`src/rtl/otpf_pkg.sv`:
```
// Shared types, constants and register indexes for the off-track pixel fraction detector.
package otpf_pkg;

    localparam int DEF_MAX_WIDTH  = 4096;
    localparam int DEF_MAX_HEIGHT = 4096;

    localparam int PIX_W = 8;
    localparam int CFG_W = 13;
    localparam int CNT_W = 24;
    localparam int IDX_W = 2;
    localparam int DAT_W = 24;

    localparam int MIN_WIDTH  = 4;
    localparam int MIN_HEIGHT = 1;

    typedef logic [PIX_W-1:0] t_pixel;
    typedef logic [CFG_W-1:0] t_size;
    typedef logic [CNT_W-1:0] t_count;
    typedef logic [IDX_W-1:0] t_reg_idx;
    typedef logic [DAT_W-1:0] t_reg_data;

    localparam t_count CNT_MAX = {CNT_W{1'b1}};

    localparam t_reg_idx REG_FRAME_WIDTH     = 2'd0;
    localparam t_reg_idx REG_FRAME_HEIGHT    = 2'd1;
    localparam t_reg_idx REG_GREY_TOLERANCE  = 2'd2;
    localparam t_reg_idx REG_OFF_TRACK_LIMIT = 2'd3;

    localparam t_size  RST_FRAME_WIDTH     = 13'd1920;
    localparam t_size  RST_FRAME_HEIGHT    = 13'd580;
    localparam t_pixel RST_GREY_TOLERANCE  = 8'd5;
    localparam t_count RST_OFF_TRACK_LIMIT = 24'd167040;

endpackage

```
`src/rtl/otpf_if.sv`:
```
// Stream and register-write interfaces of the off-track pixel fraction detector.
interface otpf_pix_if;
    import otpf_pkg::*;
    logic   valid;
    logic   ready;
    t_pixel blue_value;
    t_pixel green_value;
    t_pixel red_value;
    modport source (output valid, blue_value, green_value, red_value, input ready);
    modport sink   (input valid, blue_value, green_value, red_value, output ready);
endinterface

interface otpf_res_if;
    import otpf_pkg::*;
    logic   valid;
    logic   ready;
    t_count nongrey_total;
    t_count left_total;
    t_count right_total;
    logic   off_track;
    logic   leaving_left;
    logic   leaving_right;
    modport source (output valid, nongrey_total, left_total, right_total, off_track,
                    leaving_left, leaving_right, input ready);
    modport sink   (input valid, nongrey_total, left_total, right_total, off_track,
                    leaving_left, leaving_right, output ready);
endinterface

interface otpf_cfg_if;
    import otpf_pkg::*;
    logic      valid;
    logic      ready;
    t_reg_idx  index;
    t_reg_data data;
    modport source (output valid, index, data, input ready);
    modport sink   (input valid, index, data, output ready);
endinterface

```
`src/rtl/off_track_pixel_fraction_detector_top.sv`:
```
// Off-track pixel fraction detector: pixel classification, band counting and frame result.
// Pipeline: a pixel is classified into the input register on acceptance; from there it
// updates the counters and, at the last pixel of a frame, loads the result register.
// Throughput: one pixel per cycle; the input stalls only while a frame result waits.
// Reset (i_rst_n low, synchronous): registers go to their defaults, positions, counters
// and side flags clear, both stages empty.
module off_track_pixel_fraction_detector_top #(
    parameter int MAX_WIDTH  = otpf_pkg::DEF_MAX_WIDTH,
    parameter int MAX_HEIGHT = otpf_pkg::DEF_MAX_HEIGHT
) (
    input  logic       i_clk,
    input  logic       i_rst_n,
    otpf_pix_if.sink   i_pix,
    otpf_cfg_if.sink   i_cfg,
    otpf_res_if.source o_res
);
    import otpf_pkg::*;

    // Effective size widths hold the maximum itself; positions hold max-1.
    localparam int WW  = $clog2(MAX_WIDTH + 1);
    localparam int CW  = $clog2(MAX_WIDTH);
    localparam int HW  = $clog2(MAX_HEIGHT + 1);
    localparam int RW  = (MAX_HEIGHT > 1) ? $clog2(MAX_HEIGHT) : 1;
    localparam int CWW = (WW > CFG_W) ? WW : CFG_W;
    localparam int CHW = (HW > CFG_W) ? HW : CFG_W;

    // Configuration registers
    t_size  r_frame_width;
    t_size  r_frame_height;
    t_pixel r_grey_tolerance;
    t_count r_off_track_limit;

    // Pipeline state
    logic          r_s1_valid;
    logic          r_s1_nongrey;
    logic [CW-1:0] r_col;
    logic [RW-1:0] r_row;
    t_count        r_band;
    t_count        r_left;
    t_count        r_right;
    logic          r_side_left;
    logic          r_side_right;

    // Result register
    logic   r_out_valid;
    t_count r_out_band;
    t_count r_out_left;
    t_count r_out_right;
    logic   r_out_off;
    logic   r_out_lleft;
    logic   r_out_lright;

    // Combinational
    logic [PIX_W:0]  diff_bg, diff_br;
    logic            nongrey;
    logic [CWW-1:0]  w_ext;
    logic [CHW-1:0]  h_ext;
    logic [WW-1:0]   w_eff;
    logic [HW-1:0]   h_eff;
    logic [WW-1:0]   col_ext;
    logic [WW+1:0]   col_x4, w_x3;
    logic            in_band, on_left, hit;
    logic            row_end, frame_end;
    logic            out_free, s1_go, in_ready;
    t_count          n_band, n_left, n_right;
    logic            off_track;
    logic            n_side_left, n_side_right;

    // Configuration writes are always taken.
    assign i_cfg.ready = 1'b1;

    always_ff @(posedge i_clk) begin
        if (!i_rst_n) begin
            r_frame_width     <= RST_FRAME_WIDTH;
            r_frame_height    <= RST_FRAME_HEIGHT;
            r_grey_tolerance  <= RST_GREY_TOLERANCE;
            r_off_track_limit <= RST_OFF_TRACK_LIMIT;
        end else if (i_cfg.valid) begin
            case (i_cfg.index)
                REG_FRAME_WIDTH:     r_frame_width     <= i_cfg.data[CFG_W-1:0];
                REG_FRAME_HEIGHT:    r_frame_height    <= i_cfg.data[CFG_W-1:0];
                REG_GREY_TOLERANCE:  r_grey_tolerance  <= i_cfg.data[PIX_W-1:0];
                REG_OFF_TRACK_LIMIT: r_off_track_limit <= i_cfg.data[CNT_W-1:0];
                default: ;
            endcase
        end
    end

    // Classify at acceptance: blue must stand apart from both green and red.
    always_comb begin
        diff_bg = (i_pix.blue_value > i_pix.green_value)
                ? {1'b0, i_pix.blue_value} - {1'b0, i_pix.green_value}
                : {1'b0, i_pix.green_value} - {1'b0, i_pix.blue_value};
        diff_br = (i_pix.blue_value > i_pix.red_value)
                ? {1'b0, i_pix.blue_value} - {1'b0, i_pix.red_value}
                : {1'b0, i_pix.red_value} - {1'b0, i_pix.blue_value};
        nongrey = (diff_bg > {1'b0, r_grey_tolerance}) && (diff_br > {1'b0, r_grey_tolerance});
    end

    // Clamp the programmed size into the supported range.
    always_comb begin
        w_ext = CWW'(r_frame_width);
        if (w_ext < CWW'(MIN_WIDTH)) begin
            w_ext = CWW'(MIN_WIDTH);
        end else if (w_ext > CWW'(MAX_WIDTH)) begin
            w_ext = CWW'(MAX_WIDTH);
        end
        w_eff = w_ext[WW-1:0];

        h_ext = CHW'(r_frame_height);
        if (h_ext < CHW'(MIN_HEIGHT)) begin
            h_ext = CHW'(MIN_HEIGHT);
        end else if (h_ext > CHW'(MAX_HEIGHT)) begin
            h_ext = CHW'(MAX_HEIGHT);
        end
        h_eff = h_ext[HW-1:0];
    end

    // Band test: middle half of the columns, split at half width.
    always_comb begin
        col_ext = WW'(r_col);
        col_x4  = {col_ext, 2'b00};
        w_x3    = {2'b00, w_eff} + {1'b0, w_eff, 1'b0};
        in_band = (col_ext >= (w_eff >> 2)) && (col_x4 < w_x3);
        on_left = col_ext < (w_eff >> 1);
        hit     = r_s1_nongrey && in_band;

        row_end   = (col_ext + WW'(1)) >= w_eff;
        frame_end = row_end && ((HW'(r_row) + HW'(1)) >= h_eff);

        // Saturating counts including the current pixel.
        n_band  = (hit && r_band != CNT_MAX) ? r_band + CNT_W'(1) : r_band;
        n_left  = (hit && on_left && r_left != CNT_MAX) ? r_left + CNT_W'(1) : r_left;
        n_right = (hit && !on_left && r_right != CNT_MAX) ? r_right + CNT_W'(1) : r_right;

        // Left wins only on a strictly larger count.
        off_track    = n_band > r_off_track_limit;
        n_side_left  = r_side_left;
        n_side_right = r_side_right;
        if (off_track) begin
            n_side_left  = n_left > n_right;
            n_side_right = !(n_left > n_right);
        end
    end

    // Handshake: a stage-1 pixel advances unless it ends a frame while a result still waits.
    assign out_free    = !r_out_valid || o_res.ready;
    assign s1_go       = r_s1_valid && (!frame_end || out_free);
    assign in_ready    = !r_s1_valid || s1_go;
    assign i_pix.ready = in_ready;

    // Input register
    always_ff @(posedge i_clk) begin
        if (!i_rst_n) begin
            r_s1_valid <= 1'b0;
        end else if (in_ready) begin
            r_s1_valid <= i_pix.valid;
        end
    end

    always_ff @(posedge i_clk) begin
        if (in_ready && i_pix.valid) begin
            r_s1_nongrey <= nongrey;
        end
    end

    // Position, counters and held side flags
    always_ff @(posedge i_clk) begin
        if (!i_rst_n) begin
            r_col        <= '0;
            r_row        <= '0;
            r_band       <= '0;
            r_left       <= '0;
            r_right      <= '0;
            r_side_left  <= 1'b0;
            r_side_right <= 1'b0;
        end else if (s1_go) begin
            if (frame_end) begin
                // Close the frame: clear positions and counters, keep the new side flags.
                r_col        <= '0;
                r_row        <= '0;
                r_band       <= '0;
                r_left       <= '0;
                r_right      <= '0;
                r_side_left  <= n_side_left;
                r_side_right <= n_side_right;
            end else begin
                r_band  <= n_band;
                r_left  <= n_left;
                r_right <= n_right;
                if (row_end) begin
                    r_col <= '0;
                    r_row <= r_row + RW'(1);
                end else begin
                    r_col <= r_col + CW'(1);
                end
            end
        end
    end

    // Result register: load at frame end, drop once taken.
    always_ff @(posedge i_clk) begin
        if (!i_rst_n) begin
            r_out_valid <= 1'b0;
        end else if (s1_go && frame_end) begin
            r_out_valid <= 1'b1;
        end else if (o_res.ready) begin
            r_out_valid <= 1'b0;
        end
    end

    always_ff @(posedge i_clk) begin
        if (s1_go && frame_end) begin
            r_out_band   <= n_band;
            r_out_left   <= n_left;
            r_out_right  <= n_right;
            r_out_off    <= off_track;
            r_out_lleft  <= n_side_left;
            r_out_lright <= n_side_right;
        end
    end

    assign o_res.valid         = r_out_valid;
    assign o_res.nongrey_total = r_out_band;
    assign o_res.left_total    = r_out_left;
    assign o_res.right_total   = r_out_right;
    assign o_res.off_track     = r_out_off;
    assign o_res.leaving_left  = r_out_lleft;
    assign o_res.leaving_right = r_out_lright;

endmodule
```
`src/flat_wrapper.sv`:
```
// flat-port wrapper written by rule: the top's interface ports become plain ports
module off_track_pixel_fraction_detector_top_flat import otpf_pkg::*;
#(
    parameter int MAX_WIDTH  = otpf_pkg::DEF_MAX_WIDTH,
    parameter int MAX_HEIGHT = otpf_pkg::DEF_MAX_HEIGHT
)
  (i_clk, i_rst_n, i_pix_valid, i_pix_blue_value, i_pix_green_value, i_pix_red_value, i_pix_ready, i_cfg_valid, i_cfg_index, i_cfg_data, i_cfg_ready, o_res_valid, o_res_nongrey_total, o_res_left_total, o_res_right_total, o_res_off_track, o_res_leaving_left, o_res_leaving_right, o_res_ready);
  otpf_pix_if i_pix_i ();
  otpf_cfg_if i_cfg_i ();
  otpf_res_if o_res_i ();
  input  logic i_clk;
  input  logic i_rst_n;
  input wire logic [$bits(i_pix_i.valid)-1:0] i_pix_valid;
  input wire logic [$bits(i_pix_i.blue_value)-1:0] i_pix_blue_value;
  input wire logic [$bits(i_pix_i.green_value)-1:0] i_pix_green_value;
  input wire logic [$bits(i_pix_i.red_value)-1:0] i_pix_red_value;
  output wire logic [$bits(i_pix_i.ready)-1:0] i_pix_ready;
  input wire logic [$bits(i_cfg_i.valid)-1:0] i_cfg_valid;
  input wire logic [$bits(i_cfg_i.index)-1:0] i_cfg_index;
  input wire logic [$bits(i_cfg_i.data)-1:0] i_cfg_data;
  output wire logic [$bits(i_cfg_i.ready)-1:0] i_cfg_ready;
  output wire logic [$bits(o_res_i.valid)-1:0] o_res_valid;
  output wire logic [$bits(o_res_i.nongrey_total)-1:0] o_res_nongrey_total;
  output wire logic [$bits(o_res_i.left_total)-1:0] o_res_left_total;
  output wire logic [$bits(o_res_i.right_total)-1:0] o_res_right_total;
  output wire logic [$bits(o_res_i.off_track)-1:0] o_res_off_track;
  output wire logic [$bits(o_res_i.leaving_left)-1:0] o_res_leaving_left;
  output wire logic [$bits(o_res_i.leaving_right)-1:0] o_res_leaving_right;
  input wire logic [$bits(o_res_i.ready)-1:0] o_res_ready;
  assign i_pix_i.valid = i_pix_valid;
  assign i_pix_i.blue_value = i_pix_blue_value;
  assign i_pix_i.green_value = i_pix_green_value;
  assign i_pix_i.red_value = i_pix_red_value;
  assign i_pix_ready = i_pix_i.ready;
  assign i_cfg_i.valid = i_cfg_valid;
  assign i_cfg_i.index = i_cfg_index;
  assign i_cfg_i.data = i_cfg_data;
  assign i_cfg_ready = i_cfg_i.ready;
  assign o_res_valid = o_res_i.valid;
  assign o_res_nongrey_total = o_res_i.nongrey_total;
  assign o_res_left_total = o_res_i.left_total;
  assign o_res_right_total = o_res_i.right_total;
  assign o_res_off_track = o_res_i.off_track;
  assign o_res_leaving_left = o_res_i.leaving_left;
  assign o_res_leaving_right = o_res_i.leaving_right;
  assign o_res_i.ready = o_res_ready;
  off_track_pixel_fraction_detector_top #(.MAX_WIDTH(MAX_WIDTH), .MAX_HEIGHT(MAX_HEIGHT)) u_core (.i_clk(i_clk), .i_rst_n(i_rst_n), .i_pix(i_pix_i), .i_cfg(i_cfg_i), .o_res(o_res_i));
endmodule
```
`config.mk`:
```
export PLATFORM = sky130hd
export DESIGN_NAME = off_track_pixel_fraction_detector_top_flat
export DESIGN_NICKNAME = d
export VERILOG_FILES = /design/src/rtl/otpf_pkg.sv /design/src/rtl/otpf_if.sv /design/src/rtl/off_track_pixel_fraction_detector_top.sv /design/src/flat_wrapper.sv
export SDC_FILE = /design/constraint.sdc
export NUM_CORES = 1
export LEC_CHECK = 0
export BUFFER_PORTS_ARGS = -buffer_cell sky130_fd_sc_hd__buf_2
export CAP_MARGIN = 40
export CORE_MARGIN = 3
export CORE_UTILIZATION = 31
export CTS_CLUSTER_SIZE = 24
export DETAILED_ROUTE_END_ITERATION = 8
export PLACE_DENSITY_LB_ADDON = 0.15
export SYNTH_ARGS = -nofsm -noshare
export SYNTH_HDL_FRONTEND = slang
export SYNTH_SLANG_ARGS = --single-unit
```
`constraint.sdc`:
```
create_clock -name i_clk -period 8.6 [get_ports i_clk]
set_input_delay 1.29 -clock i_clk [delete_from_list [all_inputs] [get_ports i_clk]]
set_output_delay 1.29 -clock i_clk [all_outputs]
set_load 0.005 [all_outputs]
```
==> key figures <==
Die
  – Core area: slightly below 0.05 mm^2
  – Initial Util: 0.317
  – Die X: approximately 230 um
  – Height of the die: approximately 230 um
  – Full die area: ~0.053 mm^2
  – Row count: roughly 80
  – I/O pin total: roughly 130

Logic synthesis
  – Sequential area share after synthesis: 0.348
  – Post-synth EDFFs: 76
  – Mapped Nets: between 2,000 and 2,500
  – Syn Inst Count: 1,811
  – Mapped Area: 0.0157 mm^2
  – Share of flip-flops with an asynchronous set or reset: 0
  – Yosys reg bits: ~230
  – Ys Warns: 0
  – Mean Syn Cell Area: just under 9 um^2
  – Synth unique cells: 84
  – Top_reg_cell synth: dfxtp_1

Clock tree
  – Reg clk slew, reported paths: roughly 0.060 ns
  – Clock sink total: ~230
  – Post-CTS setup buffer count: 0
  – H-tree levels: 1
  – Root buf cell: clkbuf_16
  – Clk buf depth: 3
  – # hold bufs at CTS: 0
  – PostCTS Resize Cnt: 0
  – Clk_lat worst skew: roughly 0.59 ns
  – Inserted Clock Buffers: 28
  – TritonCTS clock tree: done

Finish
  – Non-filler cells, final: between 2,000 and 3,000
  – Final nets: around 2,200
  – Multi-input gate area: about 0.0094 mm^2
  – Area Growth Syn to Fin: 15.3%
  – Diode count: 0
  – Fillers: between 5,000 and 6,000
  – Share of layout cells above drive strength 1: 0.115
  – Register area: 0.00545 mm^2
  – Cell area after layout: approximately 0.018 mm^2

GRT
  – Initial antenna violation count: 1
  – First-pass GRT wire length: ~72,000 um
  – GRT overflow: 0
  – Largest net degree at the start of global routing: 66
  – Vias in the first global route: roughly 13,000
  – GRT Overall Usage: 0.167

Place
  – Port Buffer Count: 131
  – Placed instance area: around 0.017 mm^2
  – DP HPWL: about 34,000 um
  – Placed Cells: 2,553
  – Setup slack at placement: approximately 0.76 ns
  – Final GP Congestion: about 0.84

STA
  – Max-slew headroom: 0.488
  – Fmax: approximately 130 MHz
  – Slew Limit Fails: 0
  – Worst-margin pin slew: approximately 0.77 ns
  – Final Hold Viols: 0
  – Final worst slack: 0.700 ns
  – Final worst-path cycle share: 0.919
  – RSZ-0062 raised after global routing: no
  – Final Critical Period: around 7.9 ns
  – Final setup viols: 0
  – Setup TNS: 0 ns
  – Clock skew: ~0.038 ns

Worst setup path
  – Reg-to-Reg Start: u_core.r_frame_width[8]
  – Worst stage delay on the critical path: roughly 0.61 ns
  – Worst setup path start: u_core.r_frame_width[8]
  – Worst Reg-to-Reg Cells: 29
  – Setup crit end: u_core.r_side_right
  – R2r endpoint: u_core.r_side_right
  – R2r setup slk: 0.70 ns
  – CP Launch Type: flop
  – Crit Path Class: reg -> reg
  – Critical path endpoint category: flop
  – Slowest cell on the critical path: o32ai_4
  – Max FO, Critical Path: 11
  – Worst Path Required: roughly 9.1 ns
  – Worst Path Arrival: between 8 and 9 ns

Route
  – Routed Antenna Nets: 0
  – Vias per cell: a little over 5
  – Drt pass-1 iters: 5
  – Final wirelength: around 45,000 um
  – DR iter-0 viols: between 800 and 900
  – Vias post-DR: between 10,000 and 15,000
  – Average wire per standard cell: around 17 um
  – DRC: 0

Pwr
  – Worst vdd ir: between 0.00015 and 0.0002 V
  – Leak Pwr: 0.00741 uW
  – Power per standard cell area: between 150 and 200 mW/mm^2

Hold path
  – Hold Path Class: reg -> reg

Outcome
  – Status: completed

Run
  – Max Cap Violations: 0
==> per-stage QoR <==
stage | util | hold slack (ns) | total power (uW)
CTS | 0.365 | 0.458 | 2880
floorplan | - | 0.435 | 1430
finish | 0.365 | 0.458 | 2840
detailed placement | 0.344 | 0.449 | 1540
global placement | 0.343 | 0.445 | 1540
global route | 0.365 | 0.478 | 2970
==> critical path, delay by kind of cell (launching register included) <==
family                   cells  cell delay (ns)
adder cells (fa/ha/maj)      4             1.18
AO/OA/AOI/OAI               16             3.93
XOR/XNOR                     2             0.46
AND/OR/NAND/NOR              6             1.82
buffers and inverters        1             0.09
flip-flops                   1             0.32
==> worst min-delay path by stage <==
stage	end	depth (start not counted)	startpoint	slack, ns
after floorplan	u_core.r_left[19]	1	u_core.r_left[19]	0.43
after global placement	u_core.r_grey_tolerance[6]	2	u_core.r_grey_tolerance[6]	0.44
after detailed placement	u_core.r_grey_tolerance[3]	2	u_core.r_grey_tolerance[3]	0.45
after CTS	u_core.r_off_track_limit[20]	2	u_core.r_off_track_limit[20]	0.46
after global routing	u_core.r_off_track_limit[1]	2	u_core.r_off_track_limit[1]	0.48
final	u_core.r_off_track_limit[9]	2	u_core.r_off_track_limit[9]	0.46
==> layer usage <==
layer	track usage	wire [um]	up-vias
met1	0.237	22000	6320
met2	0.269	20200	251
met4	0.0430	1070	0
li1	-	-	6700
met3	0.0190	1720	57
met5	0	0	-
==> flip-flops by register name, indices dropped and copies added, names as in the netlist, 24 cells and up <==
signal,cells
u_core.o_res.right_total,24
u_core.r_off_track_limit,24
u_core.o_res.nongrey_total,24
u_core.o_res.left_total,24
u_core.r_left,24
u_core.r_band,24
u_core.r_right,24
==> where the power goes <==
group	switching (uW)	internal [uW]	total, uW
sequential	12.9	1150	1160
combinational	213	142	356
clock	504	813	1320
total	731	2100	2840
==> layout make-up <==
class,count,share of cell area
multi-input combinational,1366,0.522
sequential,234,0.301
tap,664,0.0460
clock buffer,38,0.0449
timing repair buffer,149,0.0447
inverter,140,0.0291
clock inverter,14,0.0124
==> cells by family (layout without fill, tap and decap cells) <==
kind of cell / Yosys count / after routing / synth area share
xor+xnor: 133 / 133 / 0.0749
buf+inv: 211 / 341 / 0.0527
simple gates: 635 / 635 / 0.202
mux: 23 / 23 / 0.0150
fa+ha+maj: 179 / 179 / 0.145
other cells: 1 / 1 / 0.000239
flops: 234 / 234 / 0.348
compound gates: 395 / 395 / 0.163
==> synthesized netlist by cell type, drive strengths merged, types with 5 or more instances <==
master,n,area share
a31oi,17,0.0068
and4,9,0.0050
nand2,240,0.058
o211ai,31,0.015
and3,38,0.015
o21a,13,0.0062
and2,16,0.0064
o21bai,8,0.0038
a21oi,142,0.045
nor3,35,0.012
nand2b,12,0.0048
nor4,12,0.0048
nor2,72,0.017
nand3,90,0.029
clkbuf,44,0.011
xor2,55,0.031
buf,27,0.0085
fa,5,0.0064
nand4,48,0.019
mux2i,19,0.012
xnor2,78,0.044
dfxtp,158,0.20
ha,174,0.14
inv,139,0.033
a21o,44,0.021
o31ai,8,0.0038
nor2b,16,0.0064
o21ai,64,0.020
o22ai,11,0.0044
a211oi,8,0.0042
edfxtp,76,0.15
or3,15,0.0060
or4,14,0.0067
==> cells in the final DEF, fill, tap and decap left out, drive strengths merged, types with 14 or more instances in the layout <==
| cell | instances |
|---|---|
| xor2 | 55 |
| a21o | 44 |
| and2 | 16 |
| mux2i | 19 |
| ha | 174 |
| nor2b | 16 |
| or4 | 14 |
| nor2 | 72 |
| a31oi | 17 |
| or3 | 15 |
| o211ai | 31 |
| and3 | 38 |
| clkbuf | 38 |
| nand4 | 48 |
| nand3 | 90 |
| buf | 149 |
| xnor2 | 78 |
| inv | 139 |
| nor3 | 35 |
| nand2 | 240 |
| edfxtp | 76 |
| a21oi | 142 |
| dfxtp | 158 |
| o21ai | 64 |
(Power assumes the default switching activity.)
